==> config.mk <==
export PLATFORM = sky130hd
export DESIGN_NAME = ogrc_cfg
export DESIGN_NICKNAME = d
export VERILOG_FILES = /design/src/design/ogrc_pkg.sv /design/src/design/ogrc_cfg.sv
export SDC_FILE = /design/constraint.sdc
export NUM_CORES = 1
export LEC_CHECK = 0
export BUFFER_PORTS_ARGS = -buffer_cell sky130_fd_sc_hd__clkbuf_2
export CORE_MARGIN = 2
export CORE_UTILIZATION = 50
export DETAILED_ROUTE_END_ITERATION = 10
export HOLD_SLACK_MARGIN = 0.15
export MAX_ROUTING_LAYER = met4
export PLACE_DENSITY = 0.75
export SYNTH_ARGS = -nofsm -noshare
export SYNTH_HDL_FRONTEND = slang
export SYNTH_SLANG_ARGS = --single-unit
==> constraint.sdc <==
create_clock -name clk -period 3.9 [get_ports clk]
set_input_delay 0 -clock clk [delete_from_list [all_inputs] [get_ports clk]]
set_output_delay 0 -clock clk [all_outputs]
set_load 0.01 [all_outputs]
==> src/design/ogrc_pkg.sv <==
`default_nettype none

package ogrc_pkg;

  // Field and port widths fixed by the interface.
  localparam int CFG_IW = 3;
  localparam int CFG_DW = 16;
  localparam int CRD_W  = 16;
  localparam int DIM_W  = 9;
  localparam int VAL_W  = 8;
  localparam int ERR_W  = 12;

  // Request modes.
  localparam logic [1:0] MODE_CLEAR = 2'd0;
  localparam logic [1:0] MODE_RAY   = 2'd1;
  localparam logic [1:0] MODE_READ  = 2'd2;

  // Configuration register indexes.
  localparam logic [CFG_IW-1:0] REG_MAP_WIDTH  = 3'd0;
  localparam logic [CFG_IW-1:0] REG_MAP_HEIGHT = 3'd1;
  localparam logic [CFG_IW-1:0] REG_SENSOR_X   = 3'd2;
  localparam logic [CFG_IW-1:0] REG_SENSOR_Y   = 3'd3;
  localparam logic [CFG_IW-1:0] REG_FREE       = 3'd4;
  localparam logic [CFG_IW-1:0] REG_OCCUPIED   = 3'd5;
  localparam logic [CFG_IW-1:0] REG_UNKNOWN    = 3'd6;

  // Result kinds selected by the controller.
  localparam logic [1:0] RES_ZERO    = 2'd0;
  localparam logic [1:0] RES_OUTSIDE = 2'd1;
  localparam logic [1:0] RES_READ    = 2'd2;
  localparam logic [1:0] RES_RAY     = 2'd3;

  // Active map geometry and cell bytes, already clamped.
  typedef struct packed {
    logic [DIM_W-1:0] w;
    logic [DIM_W-1:0] h;
    logic [DIM_W-1:0] x0;
    logic [DIM_W-1:0] y0;
    logic [VAL_W-1:0] pass_val;
    logic [VAL_W-1:0] occ_val;
    logic [VAL_W-1:0] unk_val;
  } ogrc_cfg_t;

  // Commands from the controller to the datapath.
  typedef struct packed {
    logic       accept;
    logic       clr_step;
    logic       clr_unknown;
    logic       mul_sensor;
    logic       mul_target;
    logic       trace;
    logic       wr_occ;
    logic       finish;
    logic [1:0] res_sel;
  } ogrc_cmd_t;

  // Status from the datapath to the controller.
  typedef struct packed {
    logic in_map;
    logic clr_last;
    logic trace_done;
  } ogrc_sts_t;

endpackage

`default_nettype wire

==> src/design/ogrc_cfg.sv <==
`default_nettype none

module ogrc_cfg #(
  parameter int MAX_WIDTH  = 256,
  parameter int MAX_HEIGHT = 256
) (
  input  wire logic                          clk,
  input  wire logic                          rst_n,
  input  wire logic                          cfg_we,
  input  wire logic [ogrc_pkg::CFG_IW-1:0]   cfg_index,
  input  wire logic [ogrc_pkg::CFG_DW-1:0]   cfg_data,
  output ogrc_pkg::ogrc_cfg_t                cfg
);

  logic [ogrc_pkg::DIM_W-1:0]        map_width_r;
  logic [ogrc_pkg::DIM_W-1:0]        map_height_r;
  logic signed [ogrc_pkg::CRD_W-1:0] sensor_x_r;
  logic signed [ogrc_pkg::CRD_W-1:0] sensor_y_r;
  logic [ogrc_pkg::VAL_W-1:0]        free_r;
  logic [ogrc_pkg::VAL_W-1:0]        occ_r;
  logic [ogrc_pkg::VAL_W-1:0]        unk_r;

  logic [ogrc_pkg::DIM_W-1:0]        w_act;
  logic [ogrc_pkg::DIM_W-1:0]        h_act;
  logic [ogrc_pkg::DIM_W-1:0]        wm1;
  logic [ogrc_pkg::DIM_W-1:0]        hm1;

  // Register file, written whenever the enable is high.
  always_ff @(posedge clk) begin
    if (!rst_n) begin
      map_width_r  <= 9'd256;
      map_height_r <= 9'd256;
      sensor_x_r   <= '0;
      sensor_y_r   <= '0;
      free_r       <= 8'd255;
      occ_r        <= 8'd0;
      unk_r        <= 8'd255;
    end else if (cfg_we) begin
      case (cfg_index)
        ogrc_pkg::REG_MAP_WIDTH:  map_width_r  <= cfg_data[ogrc_pkg::DIM_W-1:0];
        ogrc_pkg::REG_MAP_HEIGHT: map_height_r <= cfg_data[ogrc_pkg::DIM_W-1:0];
        ogrc_pkg::REG_SENSOR_X:   sensor_x_r   <= $signed(cfg_data);
        ogrc_pkg::REG_SENSOR_Y:   sensor_y_r   <= $signed(cfg_data);
        ogrc_pkg::REG_FREE:       free_r       <= cfg_data[ogrc_pkg::VAL_W-1:0];
        ogrc_pkg::REG_OCCUPIED:   occ_r        <= cfg_data[ogrc_pkg::VAL_W-1:0];
        ogrc_pkg::REG_UNKNOWN:    unk_r        <= cfg_data[ogrc_pkg::VAL_W-1:0];
        default: ;
      endcase
    end
  end

  // Clamp the map size into one cell up to the store's size.
  always_comb begin
    if (map_width_r == '0) begin
      w_act = 9'd1;
    end else if (32'(map_width_r) > MAX_WIDTH) begin
      w_act = 9'(MAX_WIDTH);
    end else begin
      w_act = map_width_r;
    end
    if (map_height_r == '0) begin
      h_act = 9'd1;
    end else if (32'(map_height_r) > MAX_HEIGHT) begin
      h_act = 9'(MAX_HEIGHT);
    end else begin
      h_act = map_height_r;
    end
    wm1 = w_act - 9'd1;
    hm1 = h_act - 9'd1;
  end

  // Clamp the sensor cell into the active map.
  always_comb begin
    if (sensor_x_r < 0) begin
      cfg.x0 = '0;
    end else if (sensor_x_r > $signed({7'b0, wm1})) begin
      cfg.x0 = wm1;
    end else begin
      cfg.x0 = sensor_x_r[ogrc_pkg::DIM_W-1:0];
    end
    if (sensor_y_r < 0) begin
      cfg.y0 = '0;
    end else if (sensor_y_r > $signed({7'b0, hm1})) begin
      cfg.y0 = hm1;
    end else begin
      cfg.y0 = sensor_y_r[ogrc_pkg::DIM_W-1:0];
    end
    cfg.w        = w_act;
    cfg.h        = h_act;
    cfg.pass_val = free_r;
    cfg.occ_val  = occ_r;
    cfg.unk_val  = unk_r;
  end

endmodule

`default_nettype wire

==> impl_metrics.tcl <==
set metrics [dict create \
    power-per-cell-area_mw_per_mm2 333.8 \
    worst-path-stages 15 \
    synthMuxAreaShare_pct 5.471 \
    fin_crit_sh_pct 98.00 \
    rsz0062_at_grt "yes" \
    finalPower_mw 1.654 \
    worstPathCellList "or4_4 -> nor3_4 -> a21oi_2 -> nor2_1 -> inv_1 -> ha_2 -> mux2_2 -> ha_1 -> nor4b_4 -> o2111ai_2 -> nand4_1 -> o211ai_1 -> buf_6 -> mux2i_2 -> buf_2" \
    async_flop_share_pct 0 \
    vias 3829 \
    ant_nets 0 \
    die_w_um 92.95 \
    final_common_cell "nand2_1" \
    fillerInstances 677 \
    final_hold_viol_count 0 \
    power.leakage_nw 2.118 \
    clkPwrFrac_pct 35.2 \
    antenna_found_initial 0 \
    wl_um 10480 \
    grt_pass1_vias 3583 \
    ys_types 45 \
    slowest_delay_ps 560 \
    drtIter0Drc 183 \
    post-place-ws_ps -63.13 \
    wl_per_cell_um 14.72 \
    p_sw_share_pct 27.42 \
    status "completed" \
    path_clk_slew_ps 80 \
    fin_ws_ps 78.00 \
    synth_compound_gate_area_share_pct 16.86 \
    p_seq_share_pct 47.9 \
    cts_inserted_buffers 9 \
    cp-startpoint "map_height_r[4]" \
    track_usage_pct 25.20 \
    synth_xor_area_share_pct 0.4428 \
    drive_gt1_share_pct 22.95 \
    dp_hpwl_um 7127 \
    final_cell_mix "nand2_1 (170), clkbuf_2 (80), dfxtp_1 (72)" \
    synth_edf_count 0 \
    p_int_mw 1.200 \
    global_route.overflow_total 0 \
    die_y_um 92.95 \
    synth_sequential_area_ratio_pct 37.44 \
    slew_viol_final 0 \
    drv_cap 0 \
    start_kind "register" \
    p_comb_share_pct 16.8 \
    n_antenna_cell 0 \
    postSynthAreaPerCell_um2 7.788 \
    clock-sinks 74 \
    synth_fa_ha_area_share_pct 6.325 \
    reg2reg_depth 3 \
    placedCellCount 673 \
    synth_simple_gate_area_share_pct 30.42 \
    initial_core_util_pct 51.46 \
    critPathBufInv 3 \
    whs_ps 200.9 \
    worstPathRequired_ps 3900 \
    grt_pass1_wl_um 17060 \
    grt_max_degree 75 \
    fmax_ghz 0.2616 \
    synth-main-ff-cell "dfxtp_1" \
    p_sw_uw 453.5 \
    stdcell_count 712 \
    clockBufferDepth 2 \
    first_pass_iters 5 \
    crit_family "simple AND/OR/NAND/NOR gates" \
    reg2reg_from "map_height_r[8]" \
    rrSetupSlack_ps 2880 \
    io_buffers 81 \
    synth_warnings 0 \
    setup_viol 0 \
    relSlewSlack_pct 19.34 \
    endpoint "cfg[27]" \
    vias_per_cell 5.378 \
    synth_cells 508 \
    io_pins 82 \
    synth_top_family_by_area "simple AND/OR/NAND/NOR gates" \
    tightest_slew_ps 1210 \
    fin_skew_ps 0 \
    drcViolationCount 0 \
    nets 647 \
    cp-end-kind "output pin" \
    path_class "register to output pin" \
    core_area_mm2 0.007687 \
    h-tree-depth 3 \
    core.rowCount 32 \
    synth_seq_cells 74 \
    utilization_pct 64.45 \
    fin_crit_ps 3822 \
    syn_area_mm2 0.003956 \
    clkLatencyLatePin_ps 340 \
    hold_path.class "input port to register" \
    critPathArrivalTime_ps 3820 \
    synth_nets 550 \
    max-vdd-ir-drop_uv 287.0 \
    place.gp.congestion 0.8381 \
    die-area_mm2 0.008640 \
    clockRootBuffer "clkbuf_8" \
    slowest_stage "or4_4" \
    path_max_fanout 5 \
    syn2layout_area_growth_pct 25.24 \
    worstReg2RegEnd "map_height_r[8]" \
    cts_tree "yes" \
]
==> flip-flops by register name, indices dropped and copies added (netlist names) <==
name          cells
map_height_r      9
free_r            8
unk_r             8
occ_r             8
sensor_y_r       16
map_width_r       9
sensor_x_r       16
==> cell type report <==
| class | instances | area [µm²] | area share (%) |
|---|---|---|---|
| multi-input combinational | 403 | 2446 | 49.37 |
| sequential | 74 | 1486 | 30.00 |
| timing repair buffer | 109 | 671.9 | 13.56 |
| tap | 102 | 127.6 | 2.576 |
| clock buffer | 9 | 123.9 | 2.500 |
| clock inverter | 7 | 68.82 | 1.389 |
| inverter | 8 | 30.03 | 0.6061 |
==> worst reg2reg max path, cell delays in order (launching register included) <==
cell and delay [ps]:
dfxtp_1 580, buf_4 230, nand2_1 50, nand3_1 80
==> worst min-delay path by stage <==
stage | startpoint | to | slack (ps) | cells past startpoint
after floorplan | cfg_data[0] | free_r[0] | 120 | 2
after global placement | cfg_data[12] | sensor_y_r[12] | 260 | 3
after detailed placement | cfg_data[12] | sensor_x_r[12] | 260 | 3
after CTS | cfg_index[0] | free_r[1] | 190 | 4
after global routing | cfg_index[1] | free_r[5] | 230 | 4
final | cfg_index[1] | free_r[4] | 200 | 4
==> metrics by stage <==
stage	TNS, ps	instance area [µm²]
final	0	4955
after global routing	-1533	4955
after CTS	0	4797
after detailed placement	-456.3	4437
after global placement	0	4437
after floorplan	0	3956
==> synth_stat cells (2+ instances only) <==
cell type	number	area share, %
nand2_1	170	16
dfxtp_1	74	37
a21boi_0	56	11
nand3_1	23	2.9
nor2_1	22	2.1
clkbuf_1	20	1.9
ha_1	20	6.3
nor2b_1	19	3.0
mux2i_1	10	2.5
a21oi_1	9	1.1
mux2_2	9	2.6
nor3_1	8	1.0
inv_1	7	0.66
nor4_1	7	1.1
nand2b_1	6	0.95
a31oi_1	4	0.63
o21a_1	4	0.76
and4_1	3	0.66
buf_2	3	0.38
nand4_1	3	0.47
o211ai_1	3	0.57
a211o_1	2	0.44
o21ai_0	2	0.25
o22ai_1	2	0.32
xnor2_1	2	0.44
==> logic make-up (layout without fill, tap and decap cells) <==
kind of cell / count (synthesis) / after routing
compound gates: 90 / 90
xor+xnor: 2 / 2
fa+ha+maj: 20 / 20
buf+inv: 31 / 133
flops: 74 / 74
mux: 20 / 20
simple gates: 271 / 271
==> layer usage <==
layer,part of all wire (%),GRT usage (%),vias to the layer above
met5,0,-,-
met4,1.7,8.333,0
met3,5.3,4.150,18
met2,46,38.77,110
met1,47,33.89,1778
li1,-,-,1923
==> power groups by stage <==
stage / clock network (mW) / registers (mW) / logic (mW)
detailed placement: 0 / 0.809 / 0.240
global route: 0.634 / 0.795 / 0.305
floorplan: 0 / 0.807 / 0.153
finish: 0.583 / 0.793 / 0.279
CTS: 0.590 / 0.791 / 0.255
global placement: 0 / 0.808 / 0.233
==> what timing repair did <==
item | CTS | global route
hold buffers | 16 | 0
setup endpoints to repair | 9 | 18
pin swaps | 1 | 13
hold endpoints to repair | 74 | 0
buffers inserted | 1 | 5
resized for setup | 0 | 25
cloned | 0 | 1
(Power assumes the default switching activity.)
