**src/design/ogrc_pkg.sv**
```systemverilog
`default_nettype none

package ogrc_pkg;

  // Field and port widths fixed by the interface.
  localparam int CFG_IW = 3;
  localparam int CFG_DW = 16;
  localparam int CRD_W  = 16;
  localparam int DIM_W  = 9;
  localparam int VAL_W  = 8;
  localparam int ERR_W  = 12;

  // Request modes.
  localparam logic [1:0] MODE_CLEAR = 2'd0;
  localparam logic [1:0] MODE_RAY   = 2'd1;
  localparam logic [1:0] MODE_READ  = 2'd2;

  // Configuration register indexes.
  localparam logic [CFG_IW-1:0] REG_MAP_WIDTH  = 3'd0;
  localparam logic [CFG_IW-1:0] REG_MAP_HEIGHT = 3'd1;
  localparam logic [CFG_IW-1:0] REG_SENSOR_X   = 3'd2;
  localparam logic [CFG_IW-1:0] REG_SENSOR_Y   = 3'd3;
  localparam logic [CFG_IW-1:0] REG_FREE       = 3'd4;
  localparam logic [CFG_IW-1:0] REG_OCCUPIED   = 3'd5;
  localparam logic [CFG_IW-1:0] REG_UNKNOWN    = 3'd6;

  // Result kinds selected by the controller.
  localparam logic [1:0] RES_ZERO    = 2'd0;
  localparam logic [1:0] RES_OUTSIDE = 2'd1;
  localparam logic [1:0] RES_READ    = 2'd2;
  localparam logic [1:0] RES_RAY     = 2'd3;

  // Active map geometry and cell bytes, already clamped.
  typedef struct packed {
    logic [DIM_W-1:0] w;
    logic [DIM_W-1:0] h;
    logic [DIM_W-1:0] x0;
    logic [DIM_W-1:0] y0;
    logic [VAL_W-1:0] pass_val;
    logic [VAL_W-1:0] occ_val;
    logic [VAL_W-1:0] unk_val;
  } ogrc_cfg_t;

  // Commands from the controller to the datapath.
  typedef struct packed {
    logic       accept;
    logic       clr_step;
    logic       clr_unknown;
    logic       mul_sensor;
    logic       mul_target;
    logic       trace;
    logic       wr_occ;
    logic       finish;
    logic [1:0] res_sel;
  } ogrc_cmd_t;

  // Status from the datapath to the controller.
  typedef struct packed {
    logic in_map;
    logic clr_last;
    logic trace_done;
  } ogrc_sts_t;

endpackage

`default_nettype wire

```
**src/design/ogrc_ctrl.sv**
```systemverilog
`default_nettype none

module ogrc_ctrl (
  input  wire logic              clk,
  input  wire logic              rst_n,
  input  wire logic              start,
  input  wire logic [1:0]        mode,
  input  ogrc_pkg::ogrc_sts_t    sts,
  output logic                   busy,
  output ogrc_pkg::ogrc_cmd_t    cmd
);

  localparam logic [3:0] S_INIT   = 4'd0;
  localparam logic [3:0] S_IDLE   = 4'd1;
  localparam logic [3:0] S_CLEAR  = 4'd2;
  localparam logic [3:0] S_MULS   = 4'd3;
  localparam logic [3:0] S_MULT   = 4'd4;
  localparam logic [3:0] S_TRACE  = 4'd5;
  localparam logic [3:0] S_TAIL   = 4'd6;
  localparam logic [3:0] S_ENDW   = 4'd7;
  localparam logic [3:0] S_RDREQ  = 4'd8;
  localparam logic [3:0] S_RDDONE = 4'd9;

  logic [3:0] state_r;
  logic [3:0] state_nxt;
  logic       ray_r;
  logic       ray_nxt;

  always_ff @(posedge clk) begin
    if (!rst_n) begin
      state_r <= S_INIT;
      ray_r   <= 1'b0;
    end else begin
      state_r <= state_nxt;
      ray_r   <= ray_nxt;
    end
  end

  assign busy = (state_r != S_IDLE);

  // Next state and command decode.
  always_comb begin
    state_nxt = state_r;
    ray_nxt   = ray_r;
    cmd       = '0;
    case (state_r)
      S_INIT: begin
        // Fill the store with the reset byte after reset.
        cmd.clr_step = 1'b1;
        if (sts.clr_last) begin
          state_nxt = S_IDLE;
        end
      end
      S_IDLE: begin
        if (start) begin
          cmd.accept = 1'b1;
          case (mode)
            ogrc_pkg::MODE_CLEAR: begin
              state_nxt = S_CLEAR;
            end
            ogrc_pkg::MODE_RAY: begin
              ray_nxt = 1'b1;
              if (sts.in_map) begin
                state_nxt = S_MULS;
              end else begin
                cmd.finish  = 1'b1;
                cmd.res_sel = ogrc_pkg::RES_OUTSIDE;
              end
            end
            ogrc_pkg::MODE_READ: begin
              ray_nxt = 1'b0;
              if (sts.in_map) begin
                state_nxt = S_MULT;
              end else begin
                cmd.finish  = 1'b1;
                cmd.res_sel = ogrc_pkg::RES_OUTSIDE;
              end
            end
            default: begin
              cmd.finish  = 1'b1;
              cmd.res_sel = ogrc_pkg::RES_ZERO;
            end
          endcase
        end
      end
      S_CLEAR: begin
        cmd.clr_step    = 1'b1;
        cmd.clr_unknown = 1'b1;
        if (sts.clr_last) begin
          cmd.finish  = 1'b1;
          cmd.res_sel = ogrc_pkg::RES_ZERO;
          state_nxt   = S_IDLE;
        end
      end
      S_MULS: begin
        cmd.mul_sensor = 1'b1;
        state_nxt      = S_MULT;
      end
      S_MULT: begin
        cmd.mul_target = 1'b1;
        state_nxt      = ray_r ? S_TRACE : S_RDREQ;
      end
      S_TRACE: begin
        cmd.trace = 1'b1;
        if (sts.trace_done) begin
          state_nxt = S_TAIL;
        end
      end
      S_TAIL: begin
        // The last traced cell finishes its free write here.
        state_nxt = S_ENDW;
      end
      S_ENDW: begin
        cmd.wr_occ  = 1'b1;
        cmd.finish  = 1'b1;
        cmd.res_sel = ogrc_pkg::RES_RAY;
        state_nxt   = S_IDLE;
      end
      S_RDREQ: begin
        state_nxt = S_RDDONE;
      end
      S_RDDONE: begin
        cmd.finish  = 1'b1;
        cmd.res_sel = ogrc_pkg::RES_READ;
        state_nxt   = S_IDLE;
      end
      default: begin
        state_nxt = S_IDLE;
      end
    endcase
  end

endmodule

`default_nettype wire

```
**config.mk**
```make
export PLATFORM = sky130hd
export DESIGN_NAME = ogrc_ctrl
export DESIGN_NICKNAME = d
export VERILOG_FILES = /design/src/design/ogrc_pkg.sv /design/src/design/ogrc_ctrl.sv
export SDC_FILE = /design/constraint.sdc
export NUM_CORES = 1
export LEC_CHECK = 0
export BUFFER_PORTS_ARGS = -buffer_cell sky130_fd_sc_hd__buf_2
export CORE_MARGIN = 2
export CORE_UTILIZATION = 32
export DETAILED_ROUTE_END_ITERATION = 10
export SLEW_MARGIN = 20
export SYNTH_ARGS = -nofsm -noshare
export SYNTH_HDL_FRONTEND = slang
export SYNTH_SLANG_ARGS = --single-unit
```
**constraint.sdc**
```tcl
create_clock -name clk -period 2.95 [get_ports clk]
set_clock_uncertainty 0.15 [all_clocks]
set_input_delay 0 -clock clk [delete_from_list [all_inputs] [get_ports clk]]
set_output_delay 0 -clock clk [all_outputs]
set_load 0.01 [all_outputs]
```
==> flow_summary.yaml, run 1 <==
power_and_ir_drop:
  p_total_mw: 0.276
  p_leak_nw: 0.294
  ir_drop_mv: 0.180
  power_density_nw_per_um2: 435
placed_design:
  portBuffers: 18
  place_congestion: 0.790
  dpl.hpwl_um: 922
routing:
  via_count: 527
  wl_um: 1200
  drc_errors: 0
  ant_nets: 0
  drtIter0Drc: 12
  first_pass_iters: 4
  wire_per_inst_um: 12.0
  vias_per_cell: 5.27
global_routing:
  antenna_found_initial: 0
  grt_max_degree: 16
  grt_pass1_wl_um: 2040
  grt.overflow.total: 0
  grt_pass1_vias: 487
  grt_usage_pct: 14.4
logic_synthesis:
  ys_dominant_reg_cell: "dfxtp_1"
  yosysMostFrequentCell: "inv_1"
  synth_top_area_share_pct: 19.4
  syn-cell-area_um2: 515
  ys_top_cells_by_area: "dfxtp_1 (19%), ha_1 (9.7%), a21oi_1 (5.8%)"
  synth_commonest_cells: "inv_1 (7), a21oi_1 (6), dfxtp_1 (5)"
  avgSynthCellArea_um2: 7.81
  yosysTopAreaCell: "dfxtp_1"
  netlist_instances: 66
  synth_edf_count: 0
  ys_seq_elements: 5
  async_flop_share_pct: 0
  seq_area_frac_synth_pct: 19.4
  ys_warn_count: 0
  synth_nets: 78
  synth_cell_type_count: 28
clock_tree:
  cts_buffer_depth: 2
  cts-root-buf: "clkbuf_4"
  cts.clk_slew.worst_paths_ns: 0.05
  cts_hold_buffers: 1
  insertion_delay_ns: 0.25
  cts-resized-gates: 0
  ctsHtreeMaxLevel: 1
  cts_made_buffers: 3
  cts_tree: "done"
  cts.sinks: 5
  cts_setup_buffers: 0
timing:
  fmax_mhz: 507
  post-route-period-util_pct: 66.9
  rsz0062_at_grt: "no"
  slew_violations: 0
  setup_tns_ns: 0
  setup_viol: 0
  worstMarginPinSlew_ns: 0.446
  min_period_ns: 1.97
  relSlewSlack_pct: 70.2
  hold_violations: 0
setup_path:
  path_buf_inv: 1
  cpPeakStageDelay_ns: 0.58
  endpoint_kind: "primary output"
  r2r-end: "ray_r"
  crit_arrival_ns: 1.82
  regToRegStartpoint: "state_r[0]"
  r2r_slack_ns: 1.11
  cp_cell_sequence: "nor4b_2 > and2_1 > nand2_1 > o21bai_1 > buf_2"
  worstPathRequired_ns: 2.80
  cp_max_fo: 14
  ff2ff_path_depth: 4
  cp-start-kind: "flip-flop"
  worstSetupPathType: "reg -> out"
  crit_path_top_delay_cell: "dfxtp_1"
  cpLargestDelayFamily: "simple AND/OR/NAND/NOR gates"
outcome:
  status: "complete, no violations"
floorplanning:
  die-area_um2: 1950
  core_area_um2: 1510
  rows: 14
  fp.dieH_um: 44.1
  die_x_um: 44.1
  initial_core_util_pct: 34.2
  io_pins: 19
hold_path:
  hold_path_startpoint: "sts[0]"
  hold_path_depth: 4
  hold_class: "in -> reg"
  min_to: "state_r[0]"
finish:
  syn_to_final_growth_pct: 23.1
  antennaDiodeCount: 0
  fin_nets: 97
  layout-drive-gt1-share_pct: 28.6
flow_run:
  drv_cap: 0
==> registers in the layout, indices dropped and copies added, names as in the netlist <==
register  flops
state_r       4
ray_r         1
==> worst max-delay path by stage <==
stage	start	to	cells after the start
2_1_floorplan	state_r[2]	ray_r	5
3_5_place_dp	state_r[0]	ray_r	4
3_3_place_gp	state_r[0]	ray_r	4
5_1_grt	state_r[0]	cmd[0]	5
4_1_cts	state_r[0]	cmd[0]	5
6_report	state_r[0]	cmd[0]	5
==> stage by stage <==
stage | util [%] | std cells | worst slack, ns | area [um^2] | hold slack, ns
after global placement | 39.7 | 95 | 1.16 | 598 | 0.141
after CTS | 42.1 | 100 | 0.970 | 634 | 0.0262
after global routing | 42.1 | 100 | 0.764 | 634 | 0.0742
after detailed placement | 39.7 | 95 | 1.13 | 598 | 0.144
after floorplan | - | 66 | 1.50 | 515 | -0.0569
final | 42.1 | 100 | 0.977 | 634 | 0.0360
==> power by group <==
group | switching, mW | internal [mW] | leakage [nW] | total [mW]
logic | 0.0515 | 0.0492 | 0.239 | 0.101
registers | 0.0194 | 0.0742 | 0.0408 | 0.0936
clock network | 0.0302 | 0.0513 | 0.0150 | 0.0815
==> routing by layer <==
layer | vias to the layer above | wire [um] | track usage, %
met3 | 4 | 102 | 3.27
met4 | 0 | 23 | 10.9
met1 | 230 | 560 | 17.6
met5 | - | 0 | 0
met2 | 16 | 517 | 21.8
li1 | 277 | - | -
==> cell type report <==
class	count	area (um^2)
timing repair buffer	19	100
tap	16	20.0
sequential	5	100
multi-input combinational	49	362
clock buffer	4	26.3
fill	159	872
inverter	7	26.3
==> tightest hold or removal path: cells and delay by family <==
family,cells,cell delay [ns]
AO/OA/AOI/OAI,2,0.16
buffers and inverters,1,0.08
AND/OR/NAND/NOR,1,0.13
==> layout by cell type (no fill, tap or decap), types with 2 or more instances in the layout <==
cell type / count
a221o_1: 2
o21bai_1: 2
nor3_1: 3
clkbuf_4: 3
nor4_1: 4
buf_2: 18
inv_1: 7
nand2_1: 3
o21ai_0: 2
ha_1: 4
dfxtp_1: 5
nor2_1: 2
and2_1: 2
a21oi_1: 6
mux2i_1: 2
and3_1: 2
nor2b_1: 3
nand2b_1: 2
==> cell families after synthesis <==
kind of cell    Yosys count  synth area share, %
mux                       2                 3.88
xor+xnor                  1                 1.70
compound gates           18                 27.2
flops                     5                 19.4
simple gates             24                 27.7
fa+ha+maj                 4                 9.71
buf+inv                  12                 10.4
Note: power is estimated with default switching activity, not from simulation.
==> inputs of run 2 (changes only) <==
==> constraint.sdc (replaced) <==
create_clock -name clk -period 1.95 [get_ports clk]
set_clock_uncertainty 0.15 [all_clocks]
set_input_delay 0 -clock clk [delete_from_list [all_inputs] [get_ports clk]]
set_output_delay 0 -clock clk [all_outputs]
set_load 0.01 [all_outputs]
==> flow_summary.yaml, run 2 (synthesized netlist as in run 1, its figures left out) <==
outcome:
  status: "complete, no violations"
finish:
  layout_common_cells: "buf_2 (18), inv_1 (7), a21oi_1 (6)"
  biggestRegsByFlops: "state_r: 4 flops, ray_r: 1 flops"
  syn_to_final_growth_pct: 26.2
  post_layout_nonfiller_instances: 102
  regMostFlops: "state_r"
  fin_nets: 99
  layout_commonest_cell: "buf_2"
  fill_cells: 156
  final_core_util_pct: 43.2
  antennaDiodeCount: 0
  largest_reg_flops: 4
  final_area_um2: 651
  layout-drive-gt1-share_pct: 31.4
power_and_ir_drop:
  combPwrFrac_pct: 40.4
  p_leak_nw: 0.306
  ir_drop_mv: 0.397
  seqPwrFrac_pct: 30.6
  p_sw_share_pct: 36.7
  power.switching_mw: 0.158
  clockPowerShare_pct: 29.0
  p_int_mw: 0.273
  p_total_mw: 0.431
  power_density_nw_per_um2: 662
timing:
  worstMarginPinSlew_ns: 0.443
  relSlewSlack_pct: 70.4
  min_period_ns: 1.80
  post-route-period-util_pct: 92.2
  slew_violations: 0
  fmax_mhz: 556
  setup_viol: 0
  hold_ws_ns: 0.0346
  rsz0062_at_grt: "no"
  setup_tns_ns: 0
  fin_ws_ns: 0.153
  hold_violations: 0
global_routing:
  grt_usage_pct: 14.8
  antenna_found_initial: 0
  grt_pass1_wl_um: 2210
  grt_pass1_vias: 486
  grt_max_degree: 14
  grt.overflow.total: 0
placed_design:
  place_inst: 97
  place_congestion: 0.772
  dp_slack_ns: 0.260
  dpl_cell_area_um2: 613
  dpl.hpwl_um: 1030
  portBuffers: 18
clock_tree:
  cts.clk_slew.worst_paths_ns: 0.05
  ctsHtreeMaxLevel: 1
  insertion_delay_ns: 0.25
  cts_buffer_depth: 2
  cts_tree: "done"
  cts-root-buf: "clkbuf_4"
  cts.sinks: 5
  cts_made_buffers: 3
routing:
  drc_errors: 0
  wl_um: 1300
  via_count: 549
  first_pass_iters: 4
  vias_per_cell: 5.38
  drtIter0Drc: 3
  ant_nets: 0
  wire_per_inst_um: 12.7
setup_path:
  ff2ff_path_depth: 4
  worstSetupPathType: "reg -> out"
  cp-startpoint: "state_r[2]"
  crit_arrival_ns: 1.65
  endpoint_kind: "primary output"
  r2r-end: "state_r[2]"
  cp-start-kind: "flip-flop"
  r2r_slack_ns: 0.25
  cp-endpoint: "cmd[0]"
  worstPathRequired_ns: 1.80
  cp_max_fo: 13
  regToRegStartpoint: "state_r[2]"
floorplanning:
  rows: 14
  fp.dieH_um: 44.1
  initial_core_util_pct: 34.2
  io_pins: 19
  die_x_um: 44.1
  core_area_um2: 1510
  die-area_um2: 1950
flow_run:
  drv_cap: 0
hold_path:
  hold_class: "in -> reg"
==> run 2: cell types whose count changed in the layout (fill, tap and decap cells not counted), sizes merged <==
cell and delta:
buf +2
==> run 2: critical path, cell delays in order (launching register included) <==
cell and delay, ns:
dfxtp_1 0.44, nor4b_2 0.39, and2_2 0.26, nand2_1 0.07, o21bai_1 0.11, buf_2 0.14
==> run 2: repair_timing <==
| action | CTS | global route |
|---|---|---|
| hold buffers | 1 | 0 |
| endpoints found under the setup margin | 0 | 1 |
| gates resized for setup | 0 | 1 |
| setup buffers | 0 | 0 |
| hold endpoints to repair | 5 | 0 |
==> run 2: routing by layer <==
layer | vias to the layer above | wire length, um | global-route usage [%]
met5 | - | 0 | 0
met1 | 247 | 612 | 20.5
met3 | 0 | 92 | 2.45
met2 | 18 | 595 | 23.8
met4 | 0 | 0 | 3.64
li1 | 284 | - | -
==> run 2: power groups by stage <==
stage,clock network (mW),registers [mW],logic [mW]
after floorplan,0,0.122,0.132
after detailed placement,0,0.134,0.172
after global placement,0,0.133,0.170
final,0.125,0.132,0.174
after global routing,0.129,0.134,0.196
after CTS,0.127,0.132,0.174
==> run 2: how the worst min path moves through the flow <==
stage | start | cells past startpoint | to | slack (ns)
5_1_grt | start | 3 | ray_r | 0.07
6_report | start | 3 | ray_r | 0.03
4_1_cts | sts[0] | 4 | state_r[0] | 0.06
2_1_floorplan | sts[2] | 1 | cmd[0] | -0.06
3_5_place_dp | sts[2] | 3 | cmd[0] | 0.14
3_3_place_gp | sts[2] | 3 | cmd[0] | 0.14
==> run 2: cell type report <==
class | instances | area (um^2) | area share (%)
Inverter | 7 | 26.3 | 4.04
Clock buffer | 4 | 26.3 | 4.04
Tap cell | 16 | 20.0 | 3.08
Sequential cell | 5 | 100 | 15.4
Multi-Input combinational cell | 49 | 363 | 55.8
Timing Repair Buffer | 21 | 115 | 17.7
==> inputs of run 3 (changes only) <==
--- a/config.mk
+++ b/config.mk
@@ -5,7 +5,7 @@
 export SDC_FILE = /design/constraint.sdc
 export NUM_CORES = 1
 export LEC_CHECK = 0
-export BUFFER_PORTS_ARGS = -buffer_cell sky130_fd_sc_hd__buf_2
+export BUFFER_PORTS_ARGS = -buffer_cell sky130_fd_sc_hd__clkbuf_2
 export CORE_MARGIN = 2
 export CORE_UTILIZATION = 32
 export DETAILED_ROUTE_END_ITERATION = 10
==> flow_summary.yaml, run 3 (synthesized netlist as in run 1, its figures left out) <==
setup_path:
  cp_cell_sequence: "buf_4 > nor3_1 > and2_1 > a221o_1 > clkbuf_2"
  crit_path_top_delay_cell: "dfxtp_1"
  cp-start-kind: "flip-flop"
  cpPeakStageDelay_ns: 0.48
  ff2ff_path_depth: 4
  worstSetupPathType: "reg -> out"
  cp_max_fo: 8
  crit_arrival_ns: 1.65
  worstPathRequired_ns: 1.80
  endpoint_kind: "primary output"
global_routing:
  grt_pass1_wl_um: 2160
  grt_pass1_vias: 517
  grt_usage_pct: 15.2
  grt.overflow.total: 0
  antenna_found_initial: 0
  grt_max_degree: 14
timing:
  slew_violations: 0
  worstMarginPinSlew_ns: 0.475
  setup_tns_ns: 0
  fmax_mhz: 555
  setup_viol: 0
  relSlewSlack_pct: 68.3
  fin_ws_ns: 0.150
  post-route-period-util_pct: 92.3
  rsz0062_at_grt: "no"
  hold_violations: 0
  min_period_ns: 1.80
finish:
  regMostFlops: "state_r"
  biggestRegsByFlops: "state_r: 4 flops, ray_r: 1 flops"
  final_area_um2: 662
  layout_common_cells: "clkbuf_2 (18), inv_1 (7), a21oi_1 (6)"
  largest_reg_flops: 4
  final_core_util_pct: 43.9
  layout_commonest_cell: "clkbuf_2"
  layout-drive-gt1-share_pct: 33.7
  syn_to_final_growth_pct: 28.4
  antennaDiodeCount: 0
  fin_nets: 99
placed_design:
  dpl_cell_area_um2: 613
  portBuffers: 18
  dpl.hpwl_um: 977
  dp_slack_ns: 0.226
  place_congestion: 0.858
floorplanning:
  fp.dieH_um: 44.1
  initial_core_util_pct: 34.2
  core_area_um2: 1510
  die-area_um2: 1950
  rows: 14
  io_pins: 19
  die_x_um: 44.1
clock_tree:
  cts_buffer_depth: 2
  cts-root-buf: "clkbuf_4"
  cts.clk_slew.worst_paths_ns: 0.05
  insertion_delay_ns: 0.25
  cts_made_buffers: 3
  cts.sinks: 5
  ctsHtreeMaxLevel: 1
  cts_tree: "done"
routing:
  first_pass_iters: 4
  wire_per_inst_um: 12.2
  ant_nets: 0
  via_count: 558
  drtIter0Drc: 7
  vias_per_cell: 5.47
  wl_um: 1250
  drc_errors: 0
outcome:
  status: "complete, no violations"
flow_run:
  drv_cap: 0
power_and_ir_drop:
  power_density_nw_per_um2: 665
  ir_drop_mv: 0.263
  p_total_mw: 0.440
  p_leak_nw: 0.306
hold_path:
  hold_class: "in -> reg"
  hold_path_depth: 3
## run 3: cell count changes in the layout (fill, tap and decap cells not counted)
cell,change
buf_2,-18
clkbuf_2,+18
dfxtp_1,-2
dfxtp_2,+2
nor4b_2,-1
nor4b_4,+1
## run 3: what timing repair did
| item | CTS | global route |
|---|---|---|
| setup buffers | 0 | 0 |
| resized for setup | 0 | 4 |
| hold endpoints to repair | 5 | 0 |
| hold buffers | 1 | 0 |
| setup endpoints to repair | 0 | 2 |
## run 3: cell type report
class / instances / area (um^2)
Inverter: 7 / 26.3
Multi-Input combinational cell: 49 / 372
Timing Repair Buffer: 21 / 115
Sequential cell: 5 / 103
Tap cell: 16 / 20.0
Clock buffer: 4 / 26.3
Fill cell: 158 / 845
## run 3: metal layers
metal  vias to the layer above  GRT usage, %  share of wire [%]
li1                        284             -                  -
met2                        20          23.8                 44
met4                         0          7.27               0.80
met1                       252          18.6                 48
met3                         2          4.90                6.9
met5                         -             0                  0
## run 3: final timing paths
path / startpoint / to / slack [ns]
worst max-delay path: state_r[0] / cmd[2] / 0.15
worst min-delay path: start / ray_r / 0.02
worst max register to register: state_r[0] / state_r[2] / 0.28
worst min register to register: state_r[1] / state_r[1] / 0.40
## run 3: report_power, final
part	total (mW)	switching (mW)	leakage, nW	internal (mW)
registers	0.137	0.0245	0.0418	0.113
clock network	0.128	0.0506	0.0150	0.0779
logic	0.174	0.0879	0.249	0.0863
## run 3: through the flow
stage	instances	hold WS (ns)
after floorplan	66	-0.0569
after global placement	97	0.137
after detailed placement	97	0.138
after CTS	102	0.0300
after global routing	102	0.0504
final	102	0.0228
## run 3: worst max-delay path: cells and delay by family, from the launching register on
family	cells	cell delay (ns)
compound gates	1	0.34
buf+inv	2	0.33
flops	1	0.48
simple gates	2	0.25
